`src/design/ozap_pkg.sv`:
```
// Shared types and constants for the obstacle zone alert policy.
// No dependencies.
`timescale 1ns / 1ps
`default_nettype none
package ozap_pkg;

  localparam int unsigned DistW   = 8;
  localparam int unsigned TimeW   = 32;
  localparam int unsigned NumW    = 17;
  localparam int unsigned DivSteps = 17;

  localparam logic [7:0] SideFarRst   = 8'd100;
  localparam logic [7:0] FrontFarRst  = 8'd100;
  localparam logic [7:0] SideMidRst   = 8'd62;
  localparam logic [7:0] SideCloseRst = 8'd30;

  localparam logic [1:0] RegSideFar   = 2'd0;
  localparam logic [1:0] RegFrontFar  = 2'd1;
  localparam logic [1:0] RegSideMid   = 2'd2;
  localparam logic [1:0] RegSideClose = 2'd3;

  localparam logic [2:0] CueNone    = 3'd0;
  localparam logic [2:0] CueAhead   = 3'd1;
  localparam logic [2:0] CueLeftBlk = 3'd2;
  localparam logic [2:0] CueGoLeft  = 3'd3;
  localparam logic [2:0] CueRightBlk = 3'd4;
  localparam logic [2:0] CueGoRight = 3'd5;
  localparam logic [2:0] CueStop    = 3'd6;

  localparam logic [3:0] ZoneNoMatch = 4'd8;

  typedef struct packed {
    logic load;
    logic fstart;
    logic sstart;
    logic step;
    logic fcap;
    logic scap;
    logic finish;
  } ozap_cmd_t;

endpackage
`default_nettype wire

```
`src/design/obstacle_zone_alert_policy.sv`:
```
// Top level of the obstacle zone alert policy: controller plus datapath.
// Depends on ozap_pkg, ozap_ctrl, ozap_dp.
//
// channel | handshake             | payload
// in      | in_valid / in_ready   | dist_left, dist_front, dist_right, headphone_in, now_ms
// out     | out_valid / out_ready | zone, motor_duty, tone_hz, tone_on_ms, tone_off_ms,
//         |                       | cue, cue_play
// cfg     | cfg_valid / cfg_ready | cfg_index, cfg_data
//
// Each reading goes from transfer to out_valid via two 17-step serial
// divisions (front map, side map) through one shared divider, plus sequencing.
// One reading is in flight at a time; in_ready returns the cycle after the result
// transfer; out_ready low holds the result.
// Reset is synchronous, active low; cfg_ready is always high.
`timescale 1ns / 1ps
`default_nettype none
module obstacle_zone_alert_policy
  import ozap_pkg::*;
(
  input  wire logic        clk,
  input  wire logic        rst_n,
  input  wire logic        in_valid,
  output logic             in_ready,
  input  wire logic [7:0]  in_dist_left,
  input  wire logic [7:0]  in_dist_front,
  input  wire logic [7:0]  in_dist_right,
  input  wire logic        in_headphone_in,
  input  wire logic [31:0] in_now_ms,
  output logic             out_valid,
  input  wire logic        out_ready,
  output logic [3:0]       out_zone,
  output logic [8:0]       out_motor_duty,
  output logic [11:0]      out_tone_hz,
  output logic [9:0]       out_tone_on_ms,
  output logic [9:0]       out_tone_off_ms,
  output logic [2:0]       out_cue,
  output logic             out_cue_play,
  input  wire logic        cfg_valid,
  output logic             cfg_ready,
  input  wire logic [1:0]  cfg_index,
  input  wire logic [7:0]  cfg_data
);

  ozap_cmd_t cmd;

  assign cfg_ready = 1'b1;

  ozap_ctrl u_ctrl (
    .clk       (clk),
    .rst_n     (rst_n),
    .in_valid  (in_valid),
    .in_ready  (in_ready),
    .out_valid (out_valid),
    .out_ready (out_ready),
    .cmd       (cmd)
  );

  ozap_dp u_dp (
    .clk             (clk),
    .rst_n           (rst_n),
    .cmd             (cmd),
    .cfg_we          (cfg_valid),
    .cfg_index       (cfg_index),
    .cfg_data        (cfg_data),
    .in_dist_left    (in_dist_left),
    .in_dist_front   (in_dist_front),
    .in_dist_right   (in_dist_right),
    .in_headphone_in (in_headphone_in),
    .in_now_ms       (in_now_ms),
    .out_zone        (out_zone),
    .out_motor_duty  (out_motor_duty),
    .out_tone_hz     (out_tone_hz),
    .out_tone_on_ms  (out_tone_on_ms),
    .out_tone_off_ms (out_tone_off_ms),
    .out_cue         (out_cue),
    .out_cue_play    (out_cue_play)
  );

endmodule
`default_nettype wire

```
`src/design/ozap_ctrl.sv`:
```
// Controller: sequences load, two serial divisions, result and output transfer.
// Depends on ozap_pkg.
`timescale 1ns / 1ps
`default_nettype none
module ozap_ctrl
  import ozap_pkg::*;
(
  input  wire logic clk,
  input  wire logic rst_n,
  input  wire logic in_valid,
  output logic      in_ready,
  output logic      out_valid,
  input  wire logic out_ready,
  output ozap_cmd_t cmd
);

  typedef enum logic [2:0] {
    ST_IDLE, ST_FINIT, ST_FRUN, ST_SINIT, ST_SRUN, ST_SCAP, ST_FIN, ST_OUT
  } state_t;

  state_t     state_r, state_nxt;
  logic [4:0] cnt_r, cnt_nxt;

  always_comb begin
    state_nxt = state_r;
    cnt_nxt   = cnt_r;
    cmd       = '0;
    case (state_r)
      ST_IDLE: begin
        if (in_valid) begin
          cmd.load  = 1'b1;
          state_nxt = ST_FINIT;
        end
      end
      ST_FINIT: begin
        cmd.fstart = 1'b1;
        cnt_nxt    = '0;
        state_nxt  = ST_FRUN;
      end
      ST_FRUN: begin
        cmd.step = 1'b1;
        cnt_nxt  = cnt_r + 5'd1;
        if (cnt_r == 5'(DivSteps - 1)) state_nxt = ST_SINIT;
      end
      ST_SINIT: begin
        cmd.fcap   = 1'b1;
        cmd.sstart = 1'b1;
        cnt_nxt    = '0;
        state_nxt  = ST_SRUN;
      end
      ST_SRUN: begin
        cmd.step = 1'b1;
        cnt_nxt  = cnt_r + 5'd1;
        if (cnt_r == 5'(DivSteps - 1)) state_nxt = ST_SCAP;
      end
      ST_SCAP: begin
        cmd.scap  = 1'b1;
        state_nxt = ST_FIN;
      end
      ST_FIN: begin
        cmd.finish = 1'b1;
        state_nxt  = ST_OUT;
      end
      ST_OUT: begin
        if (out_ready) state_nxt = ST_IDLE;
      end
      default: state_nxt = ST_IDLE;
    endcase
  end

  assign in_ready  = (state_r == ST_IDLE);
  assign out_valid = (state_r == ST_OUT);

  always_ff @(posedge clk) begin
    if (!rst_n) begin
      state_r <= ST_IDLE;
      cnt_r   <= '0;
    end else begin
      state_r <= state_nxt;
      cnt_r   <= cnt_nxt;
    end
  end

endmodule
`default_nettype wire

```
`src/design/ozap_dp.sv`:
```
// Datapath: config and history registers, serial divider, result registers.
// Depends on ozap_pkg.
`timescale 1ns / 1ps
`default_nettype none
module ozap_dp
  import ozap_pkg::*;
(
  input  wire logic        clk,
  input  wire logic        rst_n,
  input  wire ozap_cmd_t   cmd,
  input  wire logic        cfg_we,
  input  wire logic [1:0]  cfg_index,
  input  wire logic [7:0]  cfg_data,
  input  wire logic [7:0]  in_dist_left,
  input  wire logic [7:0]  in_dist_front,
  input  wire logic [7:0]  in_dist_right,
  input  wire logic        in_headphone_in,
  input  wire logic [31:0] in_now_ms,
  output logic [3:0]       out_zone,
  output logic [8:0]       out_motor_duty,
  output logic [11:0]      out_tone_hz,
  output logic [9:0]       out_tone_on_ms,
  output logic [9:0]       out_tone_off_ms,
  output logic [2:0]       out_cue,
  output logic             out_cue_play
);

  logic [7:0]  side_far_r, front_far_r, side_mid_r, side_close_r;
  logic [7:0]  dl_r, df_r, dr_r;
  logic        hp_r;
  logic [31:0] now_r;
  logic [31:0] last_beep_r, last_cue_time_r;
  logic [2:0]  last_cue_r;
  logic [NumW-1:0] num_r;
  logic [8:0]  rem_r;
  logic [7:0]  den_r;
  logic [8:0]  fduty_r, sdur_r;

  logic [3:0]  zone_r;
  logic [2:0]  cue_r;
  logic [8:0]  duty_r;
  logic [11:0] hz_r;
  logic [9:0]  on_r, off_r;
  logic        play_r;

  // zone and side selection
  logic        eq_hit, both_close;
  logic [2:0]  zbits;
  logic [7:0]  sd;
  always_comb begin
    eq_hit = (dl_r == side_far_r) || (df_r == front_far_r) || (dr_r == side_far_r);
    zbits  = {dl_r < side_far_r, df_r < front_far_r, dr_r < side_far_r};
    both_close = (dr_r < side_close_r) && (dl_r < side_close_r);
    case (zbits)
      3'd4, 3'd6: sd = dl_r;
      3'd5, 3'd7: sd = (dr_r < dl_r) ? dr_r : dl_r;
      default:    sd = dr_r;
    endcase
  end

  logic [NumW-1:0] fnum, snum;
  logic [7:0]      fden, sden;
  logic [9:0]      rem_sh;
  logic            ge;
  always_comb begin
    fnum = (df_r > 8'd14) ? NumW'(NumW'(df_r - 8'd14) * NumW'(200)) : '0;
    snum = (sd > 8'd5) ? NumW'(NumW'(sd - 8'd5) * NumW'(450)) : '0;
    fden = (front_far_r > 8'd14) ? front_far_r - 8'd14 : 8'd1;
    sden = (side_far_r > 8'd5) ? side_far_r - 8'd5 : 8'd1;
    rem_sh = {rem_r, num_r[NumW-1]};
    ge     = rem_sh >= {2'b0, den_r};
  end

  // result selection
  logic [3:0]  z_n;
  logic [8:0]  duty_n;
  logic [11:0] hz_n;
  logic [9:0]  on_n, off_n, rt_on, rt_off, lt_on, lt_off;
  logic [2:0]  cue_n;
  logic        spk, play_n, beep_ok, beep_n, rside;
  logic [12:0] hold;
  logic [31:0] cdt, bdt;
  always_comb begin
    z_n = {1'b0, zbits};
    duty_n = '0; hz_n = '0; on_n = '0; off_n = '0;
    cue_n = CueNone; spk = 1'b0; hold = 13'd1500; beep_n = 1'b0;
    rt_on  = {sdur_r, 1'b0};
    rt_off = {2'b0, sdur_r[8:1]};
    lt_on  = rt_off;
    lt_off = rt_on;
    rside  = dr_r < dl_r;
    bdt = now_r - last_beep_r;
    cdt = now_r - last_cue_time_r;
    beep_ok = bdt > 32'd1500;
    if (eq_hit) begin
      z_n = ZoneNoMatch;
    end else begin
      case (zbits)
        3'd0: begin
          if (hp_r) begin spk = 1'b1; cue_n = CueAhead; hold = 13'd5000; end
        end
        3'd1: begin
          if (!hp_r) begin
            hz_n = 12'd528; on_n = rt_on; off_n = rt_off;
          end else if (dr_r > side_mid_r) begin
            spk = 1'b1; cue_n = CueAhead; hold = 13'd5000;
          end else begin
            spk = 1'b1; cue_n = CueRightBlk;
          end
        end
        3'd2: begin
          duty_n = fduty_r;
          if (!hp_r) begin
            if (beep_ok) begin
              hz_n = 12'd1320; on_n = 10'd100; beep_n = 1'b1;
            end
          end else begin
            spk = 1'b1; cue_n = CueStop;
          end
        end
        3'd3: begin
          duty_n = fduty_r;
          if (!hp_r) begin
            hz_n = 12'd792; on_n = rt_on; off_n = rt_off;
          end else if (dr_r > side_mid_r) begin
            spk = 1'b1; cue_n = CueRightBlk;
          end else begin
            spk = 1'b1; cue_n = CueGoLeft;
          end
        end
        3'd4: begin
          if (!hp_r) begin
            hz_n = 12'd1320; on_n = lt_on; off_n = lt_off;
          end else if (dl_r > side_mid_r) begin
            spk = 1'b1; cue_n = CueAhead; hold = 13'd5000;
          end else begin
            spk = 1'b1; cue_n = CueLeftBlk;
          end
        end
        3'd5: begin
          if (!hp_r) begin
            if (both_close) begin
              hz_n = 12'd1848; on_n = 10'd100;
            end else if (rside) begin
              hz_n = 12'd528; on_n = rt_on; off_n = rt_off;
            end else begin
              hz_n = 12'd1320; on_n = lt_on; off_n = lt_off;
            end
          end else begin
            if (both_close) begin hz_n = 12'd1848; on_n = 10'd100; end
            spk = 1'b1;
            if (dr_r > side_mid_r && dl_r > side_mid_r) begin
              cue_n = CueAhead; hold = 13'd5000;
            end else if (dr_r > side_close_r) begin
              cue_n = CueLeftBlk;
            end else if (dl_r > side_close_r) begin
              cue_n = CueRightBlk;
            end else begin
              cue_n = CueStop; hold = 13'd1000;
            end
          end
        end
        3'd6: begin
          duty_n = fduty_r;
          if (!hp_r) begin
            hz_n = 12'd1584; on_n = lt_on; off_n = lt_off;
          end else if (dl_r > side_mid_r) begin
            spk = 1'b1; cue_n = CueLeftBlk;
          end else begin
            spk = 1'b1; cue_n = CueGoRight;
          end
        end
        default: begin
          duty_n = 9'd500;
          if (!hp_r || both_close) begin
            duty_n = fduty_r;
            if (both_close) begin
              hz_n = 12'd2112; on_n = 10'd100;
            end else if (rside) begin
              hz_n = 12'd792; on_n = rt_on; off_n = rt_off;
            end else begin
              hz_n = 12'd1584; on_n = lt_on; off_n = lt_off;
            end
          end
          if (hp_r) begin spk = 1'b1; cue_n = CueStop; hold = 13'd1000; end
        end
      endcase
    end
    play_n = spk && ((cdt > {19'b0, hold}) || (cue_n != last_cue_r));
  end

  always_ff @(posedge clk) begin
    if (!rst_n) begin
      side_far_r      <= SideFarRst;
      front_far_r     <= FrontFarRst;
      side_mid_r      <= SideMidRst;
      side_close_r    <= SideCloseRst;
      last_beep_r     <= '0;
      last_cue_time_r <= '0;
      last_cue_r      <= CueNone;
    end else begin
      if (cfg_we) begin
        case (cfg_index)
          RegSideFar:   side_far_r   <= cfg_data;
          RegFrontFar:  front_far_r  <= cfg_data;
          RegSideMid:   side_mid_r   <= cfg_data;
          RegSideClose: side_close_r <= cfg_data;
          default: ;
        endcase
      end
      if (cmd.finish) begin
        if (beep_n) last_beep_r <= now_r;
        if (spk) begin
          last_cue_time_r <= now_r;
          last_cue_r      <= cue_n;
        end
      end
    end
  end

  always_ff @(posedge clk) begin
    if (cmd.load) begin
      dl_r  <= in_dist_left;
      df_r  <= in_dist_front;
      dr_r  <= in_dist_right;
      hp_r  <= in_headphone_in;
      now_r <= in_now_ms;
    end
    if (cmd.fstart) begin
      num_r <= fnum; den_r <= fden; rem_r <= '0;
    end else if (cmd.sstart) begin
      num_r <= snum; den_r <= sden; rem_r <= '0;
    end else if (cmd.step) begin
      rem_r <= ge ? 9'(rem_sh - {2'b0, den_r}) : rem_sh[8:0];
      num_r <= {num_r[NumW-2:0], ge};
    end
    if (cmd.fcap) fduty_r <= (num_r >= NumW'(200)) ? 9'd100 : 9'd300 - num_r[8:0];
    if (cmd.scap) sdur_r  <= (num_r >= NumW'(450)) ? 9'd500 : num_r[8:0] + 9'd50;
    if (cmd.finish) begin
      zone_r <= z_n;
      duty_r <= duty_n;
      hz_r   <= hz_n;
      on_r   <= on_n;
      off_r  <= off_n;
      cue_r  <= cue_n;
      play_r <= play_n;
    end
  end

  assign out_zone        = zone_r;
  assign out_motor_duty  = duty_r;
  assign out_tone_hz     = hz_r;
  assign out_tone_on_ms  = on_r;
  assign out_tone_off_ms = off_r;
  assign out_cue         = cue_r;
  assign out_cue_play    = play_r;

endmodule
`default_nettype wire

```
`config.mk`:
```
export PLATFORM = sky130hd
export DESIGN_NAME = obstacle_zone_alert_policy
export DESIGN_NICKNAME = d
export VERILOG_FILES = /design/src/design/ozap_pkg.sv /design/src/design/obstacle_zone_alert_policy.sv /design/src/design/ozap_ctrl.sv /design/src/design/ozap_dp.sv
export SDC_FILE = /design/constraint.sdc
export NUM_CORES = 1
export LEC_CHECK = 0
export BUFFER_PORTS_ARGS = -buffer_cell sky130_fd_sc_hd__buf_2
export CAP_MARGIN = 10
export CORE_MARGIN = 2
export CORE_UTILIZATION = 55
export CTS_CLUSTER_DIAMETER = 150
export DETAILED_ROUTE_END_ITERATION = 10
export PLACE_DENSITY = 0.73
export SLEW_MARGIN = 30
export SYNTH_ARGS = -nofsm -noshare
export SYNTH_HDL_FRONTEND = slang
export SYNTH_SLANG_ARGS = --single-unit
```
`constraint.sdc`:
```
create_clock -name clk -period 10.5 [get_ports clk]
set_input_delay 0.525 -clock clk [delete_from_list [all_inputs] [get_ports clk]]
set_output_delay 0.525 -clock clk [all_outputs]
set_load 0.01 [all_outputs]
```
# --- Word-level counts from Yosys, hierarchy flattened ---
# Index checks and enable logic that the tools add are counted.
totals:
  ff_bits: 265
  input_bits: 72
  output_inout_bits: 52
  wordCells: 205
op_classes:
  n_addsub: 10
  n_mul: 2
  order_cmp: 19
  n_eq_ne: 26
  n_mux: 91
  reduce_logical: 30
ops:
  columns: ["operator", "count"]
  rows:
  - ["$mux 10", 12]
  - ["$mux 13", 9]
  - ["$mux 11", 8]
  - ["$mux 17", 5]
  - ["$pmux 12 s7", 1]
  - ["$pmux 13 s5", 1]
  - ["$sub 32x32->32", 2]
  - ["$mux 12", 5]
  - ["$pmux 10 s5", 1]
  - ["$lt 8x8->1", 6]
  - ["$mux 3", 16]
  - ["$mux 8", 6]
  - ["$pmux 10 s4", 1]
  - ["$gt 32x11->1 const B", 1]
  - ["$gt 32x13->1", 1]
  - ["$gt 8x8->1", 4]
  - ["$eq 3x3->1 const B", 8]
  - ["$eq 8x8->1", 3]
  - ["$pmux 3 s8", 1]
  - ["$mux 9", 2]
  - ["$pmux 3 s6", 1]
  - ["$pmux 9 s2", 1]
  - ["$ge 17x8->1 const B", 1]
  - ["$ge 17x9->1 const B", 1]
  - ["39 further kinds", 81]

# --- Logic depth before layout (Yosys ltp) ---
# Gate-level depths: netlist of the first run.
logic_depth:
  word_depth: 10
  depth_mapped: 31
  mapped_depth_nobuf: 29

# --- Modules after synthesis ---
# A second synthesis of the first run with hierarchy kept.
hier_totals:
  cells_unflattened: 2107
  hier_area_um2: 18835.6
by_module_without_submodules:
  columns: ["module", "instances", "cells_per_inst", "area_each_um2", "seq_area_each_um2"]
  rows:
  - ["ozap_dp", 1, 2027, 18192.4, 6396.1]
  - ["ozap_ctrl", 1, 78, 631.9, 160.2]
  - ["obstacle_zone_alert_policy", 1, 2, 11.3, 0.0]

# --- Worst setup path after synthesis of the first run ---
# Ideal clock, no wire load.
synth_timing:
  path_type: "register -> register"
  start: "reg u_dp.dr_r[2]"
  end: "reg u_dp.num_r[16], data pin"
  setup_time_ns: 0.267
  arrival_time_ns: 6.204
  t_required_ns: 10.233
  slack_ns: 4.029
  path_stages_with_launch: 31
  period_less_slack_ns: 6.471
  path_cell_list: "edfxtp_1 -> ha_1 -> a21o_1 -> a31oi_1 -> o21ai_0 -> o41a_1 -> o21ai_2 -> buf_2 -> buf_1 -> nand2_1 -> o21a_1 -> ha_1 -> xnor2_1 -> inv_1 -> ha_1 -> xor2_1 -> ha_1 -> fa_1 -> ha_1 -> inv_1 -> fa_1 -> nor2b_1 -> o21ai_0 -> a21oi_1 -> o21ai_0 -> nand2b_1 -> a21o_1 -> a21oi_1 -> xnor2_1 -> xnor2_1 -> o21ai_0"
synth_via:
  elab_chain_cells: 9
  elab_cells_between_ends: 16
  cone_classes: "add/sub: 1; mul: 1; order compare: 3; eq/ne: 4; mux: 5; reduce/logical: 2"
synth_rtl:
  columns: ["item", "line_no", "source"]
  rows:
  - ["start: declaration", "ozap_dp.sv:29", "logic [7:0] dl_r, df_r, dr_r;"]
  - ["start signal: assignment", "ozap_dp.sv:225", "dr_r <= in_dist_right;"]
  - ["$lt 8x8->1", "ozap_dp.sv:52", "zbits = {dl_r < side_far_r, df_r < front_far_r, dr_r < side_far_r};"]
  - ["$eq 3x3->1", "ozap_dp.sv:54", "case (zbits)"]
  - ["$reduce_or 2->1, on equally long branches", null, null]
  - ["$pmux 8 s2 (*)", "ozap_dp.sv:54", null]
  - ["$sub 8x3->9", "ozap_dp.sv:67", "snum = (sd > 8'd5) ? NumW'(NumW'(sd - 8'd5) * NumW'(450)) : '0;"]
  - ["$mul 17x8->16", "ozap_dp.sv:67", null]
  - ["$mux 17 (*)", "ozap_dp.sv:67", null]
  - ["$mux 17 (*)", "ozap_dp.sv:231", "end else if (cmd.sstart) begin"]
  - ["$mux 17 (*)", "ozap_dp.sv:229", "if (cmd.fstart) begin"]
  - ["end signal: assignment", "ozap_dp.sv:235", "num_r <= {num_r[NumW-2:0], ge};"]
  - ["end: declaration", "ozap_dp.sv:34", "logic [NumW-1:0] num_r;"]
# Mark *: on every way between the ends. The rest lies on a longest branch, timed or not.
# A chain may end at the register's enable or synchronous reset.

# --- Worst setup path in the final report of the first run ---
layout_timing:
  start: "reg u_dp.dl_r[2]"
  end: "reg u_dp.num_r[16], data pin"
layout_via:
  elab_chain_cells: 9
  elab_cells_between_ends: 16
  cone_classes: "add/sub: 1; mul: 1; order compare: 3; eq/ne: 4; mux: 5; reduce/logical: 2"
layout_rtl:
  columns: ["item", "line_no", "source"]
  rows:
  - ["start: declaration", "ozap_dp.sv:29", null]
  - ["start signal: assignment", "ozap_dp.sv:223", "dl_r <= in_dist_left;"]
  - ["$lt 8x8->1", "ozap_dp.sv:52", null]
  - ["$eq 3x3->1", "ozap_dp.sv:54", null]
  - ["$reduce_or 2->1, on equally long branches", null, null]
  - ["$pmux 8 s2 (*)", "ozap_dp.sv:54", null]
  - ["$sub 8x3->9", "ozap_dp.sv:67", null]
  - ["$mul 17x8->16", "ozap_dp.sv:67", null]
  - ["$mux 17 (*)", "ozap_dp.sv:67", null]
  - ["$mux 17 (*)", "ozap_dp.sv:231", null]
  - ["$mux 17 (*)", "ozap_dp.sv:229", null]
# Marked as above.

==> results.md, run 1 <==
Layout:
- The count of filler cells inserted in the layout is between 2000 and 3000.
- The post-synthesis to final-layout area growth is 10.4%.
- Cells with a size suffix above 1 make up 9.73% of the layout.
- The post-route core utilization is 61.1%.
- At the end of the flow, the number of nets in the layout was 2506.
- With fillers left out, the area of the finished cells amounts to approximately 0.021 mm2.
- The repair_antennas step left the layout with diodes totalling 0.

Clock network:
- The clock edge transition at the registers on the reported setup and hold paths is 70 ps.
- CTS built an H-tree with a depth of 1.
- The number of buffers between clock root and the deepest sink is 3.
- At the later pin of the worst-skew pair, clock insertion delay measures 590 ps.
- For this design, the CTS-stage hold fixing added 0 buffers.
- Clock tree synthesis inserted a total of 31 buffers.
- TritonCTS built the clock tree.
- Post-CTS timing repair inserted 0 buffers for setup.
- The number of sinks driven by the clock tree is 257.
- The buffer cell driving the clock tree root is sky130_fd_sc_hd__clkbuf_16.
- The number of resized instances in the post-cts repair step is 0.

Critical path:
- The depth of the worst register-to-register path is 28.
- The delay of the slowest cell on the worst path is 830 ps.
- The cell with the most instances on the worst path is sky130_fd_sc_hd__ha_1.
- The worst setup path is captured at a flop.
- At the worst endpoint, the arrival time is about 8000 ps.
- Broken down by cell family, the worst path's largest delay share belongs to compound AO/OA/AOI/OAI gates.
- The worst setup path is launched from a flop.
- The data required time at the worst endpoint is 10800 ps.
- The start-to-end type of the worst setup path is reg -> reg.
- Counting both buffers and inverters, the worst setup path holds a total of 3.
- The cell count along the critical path is 28.
- Of all nets on the critical path, the largest fanout is 21.
- The slowest library cell on the worst path is sky130_fd_sc_hd__o21ai_2.

Synthesis:
- The share of the synthesized area in the top cell type is 22.3%.
- The count of yosys warnings during synthesis is 0.
- After synthesis, the share of flip-flops with an asynchronous set or reset is 0%.
- The gate count of the mapped netlist is 2128.
- The cell taking the most area after synthesis is sky130_fd_sc_hd__edfxtp_1.
- After synthesis the cells add up to 0.0190 mm2.
- The synthesized design contains 257 register bits.
- Dividing the synthesized area by the synthesized cell count gives 8.92 um2.
- By area the synthesized netlist is led by sky130_fd_sc_hd__edfxtp_1 22%, sky130_fd_sc_hd__ha_1 14%, sky130_fd_sc_hd__dfxtp_1 12%.
- The commonest register cell after synthesis is sky130_fd_sc_hd__edfxtp_1.
- In this run, synthesis inferred ~140 flip-flops with an integrated enable.
- The sequential area share after synthesis is 34.6%.
- The number of distinct library cells after synthesis is 95.

Place:
- The HPWL after detailed placement is 37700 um.
- The number of input and output port buffers inserted is 118.
- Routability-driven placement finished with a final weighted congestion of 0.945.
- After detailed placement, the total cell area comes to 0.0198 mm2.

Global route:
- The total overflow left after global routing is 0.
- Entering global routing, the biggest net connects 87 pins.
- The initial antenna violation count came to 0.
- The global router's overall resource usage is between 20% and 30%.
- The first-pass GRT wire length is 78400 um.
- The number of global-route vias before repair came to around 15000.

Floorplanning:
- The effective utilization at floorplan is about 55%.
- The area of the core is 0.0343 mm2.
- After floorplanning, the core was divided into between 60 and 70 placement rows.
- The die is between 150 and 200 um wide.
- ~120 I/O pins were placed.
- The area enclosed by the die boundary is between 0.03 and 0.04 mm2.
- The floorplan die height is 190 um.

Detailed routing:
- The violation count after the first detailed-routing iteration is 1306.
- The number of antenna-violating nets in the routed design is 0.
- The routed design has about 49000 um of wire.
- The via density per instance is 5.91.
- The via count is around 16000.
- In the final routed layout, each cell accounts on average for 18.2 um.
- The first-pass iteration count of the detailed router is 7.
- In the routed design, unresolved DRC markers number 0.

Pwr:
- In this run switching power makes up between 30% and 40% of total power.
- For this design the ratio of total power to cell area is roughly 200 mW/mm2.
- The internal cell power is between 2 and 3 mW.
- The clock share of power is between 20% and 30%.
- In this run the power spent charging and discharging nets is 1.55 mW.
- The standby leakage power is 8.42 nW.
- Sequential cells account for 29.8% of the total power.
- Combinational logic is responsible for 42.8% of the overall power.
- The worst-case IR drop observed on VDD is ~0.00016 V.

STA:
- The number of max-slew violations in the final report came to 0.
- The relative max-transition margin is 35.2%.
- The total negative slack is 0 ps.
- Static timing analysis puts the maximum clock frequency at between 100 and 150 MHz.
- The final-report hold violation count came to 0.
- The final number of setup-violating endpoints is 0.
- The worst path uses 72.3% of the clock period.
- The worst-case clock skew is 32.7 ps.
- Setup repair after global routing left no endpoint under its margin.
- The slew at the pin closest to its max-slew limit is 969 ps.
- The minimum clock period after layout is ~7600 ps.

Run:
- The max capacitance violation total is 0.

Worst hold path:
- The min-delay analysis places its worst path in the category in -> reg.
- The cell count of the worst hold path is 1.

Outcome:
- The flow ran to the end, and the final reports show no timing, DRC or antenna violations.
-- registers in the layout (all words and copies together), names as in the netlist, 9 cells and up --
register / flops
u_dp.rem_r: 9
u_dp.out_tone_on_ms: 10
u_dp.last_cue_time_r: 32
u_dp.now_r: 32
u_dp.num_r: 17
u_dp.fduty_r: 9
u_dp.out_tone_off_ms: 10
u_dp.out_motor_duty: 9
u_dp.last_beep_r: 32
u_dp.sdur_r: 9
-- cell families after synthesis --
family / Yosys count / synth area share, %
fa+ha+maj: 233 / 16.1
xor+xnor: 93 / 4.33
compound gates: 538 / 19.4
simple gates: 670 / 16.7
other cells: 2 / 0.0396
buf+inv: 283 / 6.13
mux: 52 / 2.77
flops: 257 / 34.6
-- power by group through the flow --
stage	registers, mW	clock network [mW]	logic [mW]
floorplan	1.23	0	1.38
CTS	1.25	1.16	1.78
detailed placement	1.27	0	1.76
global placement	1.26	0	1.71
global route	1.26	1.20	2.02
finish	1.25	1.15	1.79
-- per-layer routing --
metal	GRT usage (%)	share of wire, %
met1	39.6	48
met2	42.2	44
met3	3.82	6.1
met4	6.23	2.2
met5	0	0
-- layout by cell type (no fill, tap or decap), types with 15 or more instances in the layout --
| cell type | Yosys | final |
|---|---|---|
| sky130_fd_sc_hd__nand2_1 | 295 | 295 |
| sky130_fd_sc_hd__ha_1 | 210 | 210 |
| sky130_fd_sc_hd__inv_1 | 194 | 194 |
| sky130_fd_sc_hd__edfxtp_1 | 141 | 141 |
| sky130_fd_sc_hd__a21oi_1 | 125 | 125 |
| sky130_fd_sc_hd__nor2_1 | 119 | 118 |
| sky130_fd_sc_hd__buf_2 | 8 | 117 |
| sky130_fd_sc_hd__dfxtp_1 | 116 | 116 |
| sky130_fd_sc_hd__o21ai_0 | 82 | 82 |
| sky130_fd_sc_hd__a21boi_0 | 57 | 57 |
| sky130_fd_sc_hd__xnor2_1 | 54 | 54 |
| sky130_fd_sc_hd__mux2i_1 | 48 | 48 |
| sky130_fd_sc_hd__a21o_1 | 39 | 39 |
| sky130_fd_sc_hd__nand4_1 | 38 | 38 |
| sky130_fd_sc_hd__xor2_1 | 38 | 38 |
| sky130_fd_sc_hd__o211ai_1 | 34 | 34 |
| sky130_fd_sc_hd__nor3_1 | 34 | 31 |
| sky130_fd_sc_hd__clkbuf_16 | 0 | 31 |
| sky130_fd_sc_hd__nand3_1 | 29 | 29 |
| sky130_fd_sc_hd__o21a_1 | 28 | 28 |
| sky130_fd_sc_hd__nand2b_1 | 26 | 26 |
| sky130_fd_sc_hd__nor2b_1 | 25 | 25 |
| sky130_fd_sc_hd__a22oi_1 | 22 | 22 |
| sky130_fd_sc_hd__and3_1 | 20 | 20 |
| sky130_fd_sc_hd__fa_1 | 19 | 19 |
| sky130_fd_sc_hd__nor4_1 | 17 | 16 |
| sky130_fd_sc_hd__and2_1 | 17 | 16 |
| sky130_fd_sc_hd__a31oi_1 | 15 | 15 |
| sky130_fd_sc_hd__o22ai_1 | 15 | 15 |
-- Yosys cell counts, types with 28 or more instances --
library cell	count
sky130_fd_sc_hd__dfxtp_1	116
sky130_fd_sc_hd__o21ai_0	82
sky130_fd_sc_hd__xnor2_1	54
sky130_fd_sc_hd__o21a_1	28
sky130_fd_sc_hd__nor3_1	34
sky130_fd_sc_hd__xor2_1	38
sky130_fd_sc_hd__nand3_1	29
sky130_fd_sc_hd__a21boi_0	57
sky130_fd_sc_hd__edfxtp_1	141
sky130_fd_sc_hd__a21o_1	39
sky130_fd_sc_hd__nand4_1	38
sky130_fd_sc_hd__inv_1	194
sky130_fd_sc_hd__a21oi_1	125
sky130_fd_sc_hd__nor2_1	119
sky130_fd_sc_hd__nand2_1	295
sky130_fd_sc_hd__mux2i_1	48
sky130_fd_sc_hd__clkbuf_1	66
sky130_fd_sc_hd__o211ai_1	34
sky130_fd_sc_hd__ha_1	210
-- per-stage QoR --
stage                     hold slack, ps  power (mW)  std cells  setup WS [ps]
after floorplan                      435        2.61       2131           4030
after global placement               443        2.97       2626           3280
after detailed placement             451        3.03       2627           3070
after CTS                           88.7        4.19       2685           3030
after global routing                 102        4.48       2685           2360
final                                109        4.19       2685           2900
-- final timing paths --
kind | from | slack (ps) | endpoint
hold reg to reg | u_dp.last_beep_r[13] | 460 | u_dp.last_beep_r[13]
setup / recovery | u_dp.dl_r[2] | 2900 | u_dp.num_r[16]
setup reg to reg | u_dp.dl_r[2] | 2900 | u_dp.num_r[16]
hold / removal | in_dist_front[1] | 110 | u_dp.df_r[1]
-- area by class of cell --
type / count / area, um2 / share of cell area (%)
multi-input combinational: 1591 / 11300 / 53.9
sequential: 257 / 6560 / 31.3
clock buffer: 38 / 802 / 3.83
inverter: 194 / 728 / 3.48
timing repair buffer: 130 / 703 / 3.36
tap: 455 / 569 / 2.72
clock inverter: 20 / 289 / 1.38
Power figures use the tool's default switching activity.
==> run 2: changes to the inputs <==
clock period = 7.9 ns   (was 10.5 ns; I/O delays follow)
==> run 2 against run 1 <==
Compared with the run above:
- register-to-register slack lost 2200 ps
- wire length grew 2.2%
- core utilization up 1.5 points
- die area stayed put
- non-clock buffer count up 51
- clock-buffer cell count unchanged
- final area grew 2.4%
- highest routed layer unchanged
==> results.md, run 2 (synthesis gave the netlist of run 1 again) <==
Outcome:
- The run finished with clean final reports.

Clock network:
- The total setup buffers inserted after CTS is 0 (unchanged).
- The insertion delay to the later sink of the worst-skew pair was 590 ps (about the same).
- The number of buffers between clock root and the deepest sink came to 3 (unchanged).
- The number of hold buffers added after cts was 49 (+49).
- TritonCTS built the clock tree.
- The number of resized instances in the post-cts repair step is 0 (unchanged).
- The total CTS buffers is 30 (-3.2%).
- The CTS H-tree depth is 1 (unchanged).
- The number of sinks driven by the clock tree came to 257 (unchanged).
- The buffer cell driving the clock tree root is sky130_fd_sc_hd__clkbuf_16.
- The clock edge transition at the registers on the reported setup and hold paths is 60 ps (about the same).

Pwr:
- The combinational group share of total power is 43.1% (+0.3 points).
- The standby leakage power was 8.64 nW (+2.6%).
- The final total power was 5.59 mW (+34%).
- The worst supply voltage drop on vdd is 0.000192 V (+22%).
- The internal cell power was 3.51 mW (+33%).
- The switching component of the power is 2.09 mW (+35%).
- The total power density per cell area came to 261 mW/mm2 (+30%).
- The clock share of power is 27.2% (-0.2 points).
- The proportion of power drawn by flip-flops and latches came to 29.7% (about the same).
- The switching fraction of total power is 37.3% (+0.34 points).

Critical path:
- By startpoint and endpoint, the worst setup path is classified as reg -> reg.
- The slowest stage of the critical path belongs to the cell sky130_fd_sc_hd__o41a_1.
- The delay of the slowest cell on the worst path is 610 ps (-220 ps).
- The critical path endpoint category is a flop.
- The critical path arrival is 7470 ps (-430 ps).
- The worst setup path is launched from a flop.
- The largest fanout of any net on the critical path is 17 (-19%).
- The data required time at the worst endpoint is 8210 ps (-2590 ps).

Layout:
- In the layout the commonest cells are 295 x sky130_fd_sc_hd__nand2_1, 210 x sky130_fd_sc_hd__ha_1, 193 x sky130_fd_sc_hd__inv_1, 141 x sky130_fd_sc_hd__edfxtp_1, 125 x sky130_fd_sc_hd__a21oi_1.
- The total inserted antenna cells is 0 (unchanged).
- The area growth from synthesis to layout is 13.1%.
- The leading cell type in the layout, fill and taps excluded is sky130_fd_sc_hd__nand2_1.
- The count of nets after finishing is 2556 (+2.0%).
- The post-route core utilization is 62.6% (+1.5 points).
- The count of filler cells inserted in the layout came to 2955 (-1.2%).
- The final design area excluding fillers came to 0.0215 mm2 (+2.4%).
- The fraction of final layout cells sized beyond drive strength 1 is 9.83% (+0.098 points).
- The largest registers in the layout are u_dp.last_beep_r x32, u_dp.last_cue_time_r x32, u_dp.now_r x32.

Place:
- The weighted congestion at the end of routability-driven global placement is 0.944 (-0.13%).
- The placed standard-cell area is 0.0199 mm2 (about the same).
- The post-detailed-placement half-perimeter wirelength is 37700 um (+0.14%).
- The number of input and output port buffers inserted was 118 (unchanged).

Detailed routing:
- The DRC violations left is 0 (unchanged).
- The routed length per placed instance was 18.3 um (+0.34%).
- The violation count after the first detailed-routing iteration is 1227 (-6.0%).
- The number of antenna-violating nets in the routed design was 0 (unchanged).
- The via count came to 16070 (+1.3%).
- The via density per instance is 5.88 (-0.53%).
- The detailed-route wire length is 50000 um (+2.2%).
- The first-pass iteration count of the detailed router is 5 (-2).

STA:
- The final number of setup-violating endpoints is 0 (unchanged).
- The slew at the pin closest to its max-slew limit is 899 ps (-70.6 ps).
- The relative max-transition margin is 40.1% (+4.9 points).
- The achievable frequency was 140 MHz (+6.1%).
- The final-report hold violation count is 0 (unchanged).
- The worst-case clock skew was 23.9 ps (-8.87 ps).
- The number of max-slew violations in the final report is 0 (unchanged).
- The ratio of final minimum period to clock period was 90.6% (+18 points).
- The total negative slack was 0 ps (unchanged).
- The minimum clock period after layout was 7160 ps (-436 ps).
- Setup repair after global routing left no endpoint under its margin.

Floorplanning:
- The area of the core was 0.0343 mm2 (unchanged).
- The number of top-level design ports came to 124 (unchanged).
- The floorplan die height is 190 um (unchanged).
- The area enclosed by the die boundary came to 0.0360 mm2 (unchanged).
- The floorplan row count is 68 (unchanged).
- The effective utilization at floorplan is 55.3% (unchanged).
- The x dimension of the die came to 190 um (unchanged).

Global route:
- met2 is the most crowded layer.
- The first-pass GRT wire length is 80400 um (+2.6%).
- The maximum number of pins on one net before global-route repair was 83 (-4.6%).
- The global router's overall resource usage is 27.8% (+0.83 points).
- The met3 routing resource usage after global routing came to 4.46% (+0.65 points).
- The number of global-route vias before repair is 15351 (+3.6%).
- The total congestion overflow after global routing was 0 (unchanged).
- The met1 demand-to-capacity share in global routing is 40.4% (+0.79 points).
- The met2 usage in global routing came to 43.7% (+1.5 points).
- The initial antenna violation count is 0 (unchanged).

Worst hold path:
- In this run the worst hold path is classified as in -> reg.

Run:
- The max capacitance violation total is 0 (unchanged).
[run 2: cell count changes in the layout (fill, tap and decap cells not counted), sizes merged]
cell,before,now
bufinv,7,5
buf,130,132
dlygate4sd3,0,49
[run 2: stage by stage]
step / hold slack (ps) / setup slack [ps] / cells
after floorplan: 435 / 1430 / 2131
after global placement: 442 / 1060 / 2628
after detailed placement: 451 / 829 / 2629
after CTS: 4.40 / 813 / 2734
after global routing: 31.0 / 355 / 2734
final: 26.6 / 740 / 2734
[run 2: layer usage]
metal | share of wire (%) | vias up
li1 | - | 7866
met1 | 47 | 7607
met2 | 44 | 525
met3 | 6.8 | 72
met4 | 2.0 | 0
met5 | 0 | -
[run 2: layout make-up]
class | instances | area [um2] | share of cell area (%)
Clock inverter | 18 | 238 | 1.11
Clock buffer | 38 | 853 | 3.98
Tap cell | 455 | 569 | 2.65
Inverter | 194 | 728 | 3.39
Multi-Input combinational cell | 1591 | 11300 | 52.7
Timing Repair Buffer | 181 | 1210 | 5.63
Sequential cell | 257 | 6560 | 30.6
[run 2: path summary, 6_finish.rpt]
path	from	endpoint	slack [ps]	cells past startpoint
worst max-delay path	u_dp.dr_r[2]	u_dp.num_r[16]	740	25
worst min-delay path	in_dist_left[7]	u_dp.dl_r[7]	30	1
worst max register to register	u_dp.dr_r[2]	u_dp.num_r[16]	740	25
worst min register to register	u_dp.last_beep_r[21]	u_dp.last_beep_r[21]	460	2
[run 2: power by group through the flow]
stage          Clock, mW  Sequential (mW)  Combinational, mW
6_report            1.52             1.66               2.41
5_1_grt             1.59             1.67               2.72
4_1_cts             1.54             1.66               2.39
3_5_place_dp           0             1.68               2.34
3_3_place_gp           0             1.68               2.29
2_1_floorplan          0             1.63               1.84
[run 2: critical path, delay by kind of cell (launching register included)]
kind / cells / cell delay, ps
fa+ha+maj: 5 / 1810
flops: 1 / 490
mux: 1 / 370
xor+xnor: 5 / 1190
simple gates: 2 / 260
buf+inv: 1 / 290
compound gates: 11 / 2470
==> run 3: changes to the inputs <==
CORE_MARGIN = default   (was 2)
CTS_BUF_LIST = sky130_fd_sc_hd__clkbuf_8   (was default)
==> run 3 against run 2 <==
Compared with the run above:
- sequential power about the same
- largest power group unchanged
- first-iteration DRC count is 3.9% higher
- clock power shrank 13%
- final area decreased by 0.34%
- core utilization grew 0.87 points
- non-clock buffer count is 7 higher
- final cell count increased by 1.2%
- sequential share of layout area increased by 0.11 points
- global-route usage is 0.35 points higher
- critical path depth increased by 3
- clock-buffer cell count grew 19
==> results.md, run 3 (synthesis gave the netlist of run 1 again) <==
Outcome:
- The run finished with clean final reports.

Floorplanning:
- The area of the core was 0.0337 mm2 (-1.7%).
- The effective utilization at floorplan is 56.3% (+0.97 points).
- The x dimension of the die is 188 um (-1.1%).
- The number of top-level design ports is 124 (unchanged).
- The floorplan die height is 188 um (-1.1%).
- The floorplan row count is 67 (-1.5%).
- The area enclosed by the die boundary is 0.0352 mm2 (-2.1%).

Global route:
- The global router's overall resource usage is 28.2% (+0.35 points).
- The number of global-route vias before repair is 15535 (+1.2%).
- The initial antenna violation count was 0 (unchanged).
- The first-pass GRT wire length is 79800 um (-0.81%).
- The total congestion overflow after global routing is 0 (unchanged).
- The maximum number of pins on one net before global-route repair is 122 (+47%).

Critical path:
- The critical path endpoint category is a flop.
- Among all stages on the critical path, the largest delay is contributed by sky130_fd_sc_hd__o41a_1.
- The largest fanout of any net on the critical path was 19 (+2).
- The critical path is of the reg -> reg type.
- The delay of the slowest cell on the worst path is 630 ps (+20 ps).
- The critical path arrival is 7750 ps (+280 ps).
- The startpoint identified for the worst register-to-register timing path is u_dp.dl_r[4].
- The worst setup path is launched from a flop.
- The start point of the critical path is u_dp.dl_r[4].
- The data required time at the worst endpoint came to 8280 ps (+70 ps).

Run:
- The max capacitance violation total was 0 (unchanged).

STA:
- The relative max-transition margin is 35.2% (-4.9 points).
- The total negative slack was 0 ps (unchanged).
- The achievable frequency is 136 MHz (-2.8%).
- The final number of setup-violating endpoints is 0 (unchanged).
- The minimum clock period after layout is 7370 ps (+207 ps).
- The worst hold slack is 49.0 ps (+22.4 ps).
- The final-report hold violation count is 0 (unchanged).
- The worst-case clock skew is 52.9 ps (+29.1 ps).
- The ratio of final minimum period to clock period was 93.3% (+2.6 points).
- The number of max-slew violations in the final report is 0 (unchanged).
- Setup repair after global routing left no endpoint under its margin.
- The slew at the pin closest to its max-slew limit came to 959 ps (+60.3 ps).

Layout:
- The total inserted antenna cells is 0 (unchanged).
- The count of filler cells inserted in the layout is 2891 (-2.2%).
- The post-route core utilization is 63.4% (+0.87 points).
- The post-synthesis to final-layout area growth is 12.7%.
- The largest registers in the layout are u_dp.last_beep_r x32, u_dp.last_cue_time_r x32, u_dp.now_r x32.
- The count of nets after finishing is 2581 (+0.98%).
- Leaving out fill and tap cells, the most frequent cells in the layout are 295 x sky130_fd_sc_hd__nand2_1, 211 x sky130_fd_sc_hd__inv_1, 210 x sky130_fd_sc_hd__ha_1, 141 x sky130_fd_sc_hd__edfxtp_1, 125 x sky130_fd_sc_hd__a21oi_1.
- The fraction of final layout cells sized beyond drive strength 1 is 10.3% (+0.43 points).
- The leading cell type in the layout, fill and taps excluded is sky130_fd_sc_hd__nand2_1.

Detailed routing:
- The violation count after the first detailed-routing iteration is 1275 (+3.9%).
- The first-pass iteration count of the detailed router came to 6 (+1).
- The routed length per placed instance came to 17.9 um (-2.1%).
- The number of antenna-violating nets in the routed design was 0 (unchanged).
- The DRC violations left is 0 (unchanged).
- The detailed-route wire length is 49600 um (-0.88%).
- The via count was 16243 (+1.1%).
- The via density per instance was 5.87 (-0.13%).

Clock network:
- The number of buffers between clock root and the deepest sink came to 3 (unchanged).
- The number of sinks driven by the clock tree is 257 (unchanged).
- The clock tree from TritonCTS is yes.
- The CTS H-tree depth was 2 (+1).
- The total setup buffers inserted after CTS is 0 (unchanged).
- The cell sitting at the root of the clock tree is a sky130_fd_sc_hd__clkbuf_8.
- The insertion delay to the later sink of the worst-skew pair was 650 ps (+60 ps).
- The clock edge transition at the registers on the reported setup and hold paths is 60 ps (about the same).
- The total CTS buffers is 48 (+60%).

Place:
- The post-detailed-placement half-perimeter wirelength is 37200 um (-1.5%).
- The number of input and output port buffers inserted is 118 (unchanged).
- The weighted congestion at the end of routability-driven global placement is 0.983 (+4.1%).

Pwr:
- The standby leakage power is 8.70 nW (+0.69%).
- The total power density per cell area was 252 mW/mm2 (-3.3%).
- The worst supply voltage drop on vdd is 0.000222 V (+16%).

Worst hold path:
- The worst hold path belongs to the class in -> reg.
- The startpoint identified for the worst hold timing path is cfg_data[7].
run 3: repair_timing:
item | 4_1_cts | 5_1_grt
hold endpoints to repair | 57 | 0
hold buffers | 57 | 0
gates resized for setup | 0 | 0
run 3: where the power goes:
group	switching, mW	total [mW]	internal [mW]
Clock	0.600	1.32	0.721
Combinational	1.37	2.41	1.04
Sequential	0.115	1.66	1.55
run 3: layout make-up:
cell class | instances | area [um2] | area share [%]
timing repair buffer | 188 | 1260 | 5.92
multi-input combinational | 1591 | 11300 | 52.8
clock buffer | 57 | 785 | 3.67
clock inverter | 32 | 193 | 0.901
sequential | 257 | 6560 | 30.7
tap | 448 | 561 | 2.62
inverter | 194 | 728 | 3.41
run 3: metrics by stage:
step	instances	setup WS [ps]	power, mW	area (um2)
CTS	2767	654	5.40	21400
global route	2767	143	5.80	21400
floorplan	2131	1430	3.47	19000
finish	2767	533	5.39	21400
detailed placement	2621	693	4.02	19800
global placement	2621	954	3.97	19800
run 3: critical path: cells and delay by family (launching register included):
family,cells,cell delay (ps)
AO/OA/AOI/OAI,12,2610
adder cells (fa/ha/maj),6,2070
XOR/XNOR,4,990
flip-flops,1,500
AND/OR/NAND/NOR,4,500
buffers and inverters,2,400
run 3: final timing paths:
check | to | slack, ps | depth (start not counted)
setup / recovery | u_dp.num_r[16] | 530 | 28
hold / removal | u_dp.side_mid_r[7] | 50 | 3
setup reg to reg | u_dp.num_r[16] | 530 | 28
hold reg to reg | u_dp.last_beep_r[4] | 460 | 2
run 3: per-layer routing:
metal	track usage (%)	vias to the layer above	wire length, um
li1	-	7930	-
met1	40.1	7650	23700
met2	43.0	578	21200
met3	5.76	85	3610
met4	8.13	0	1120
met5	0	-	0
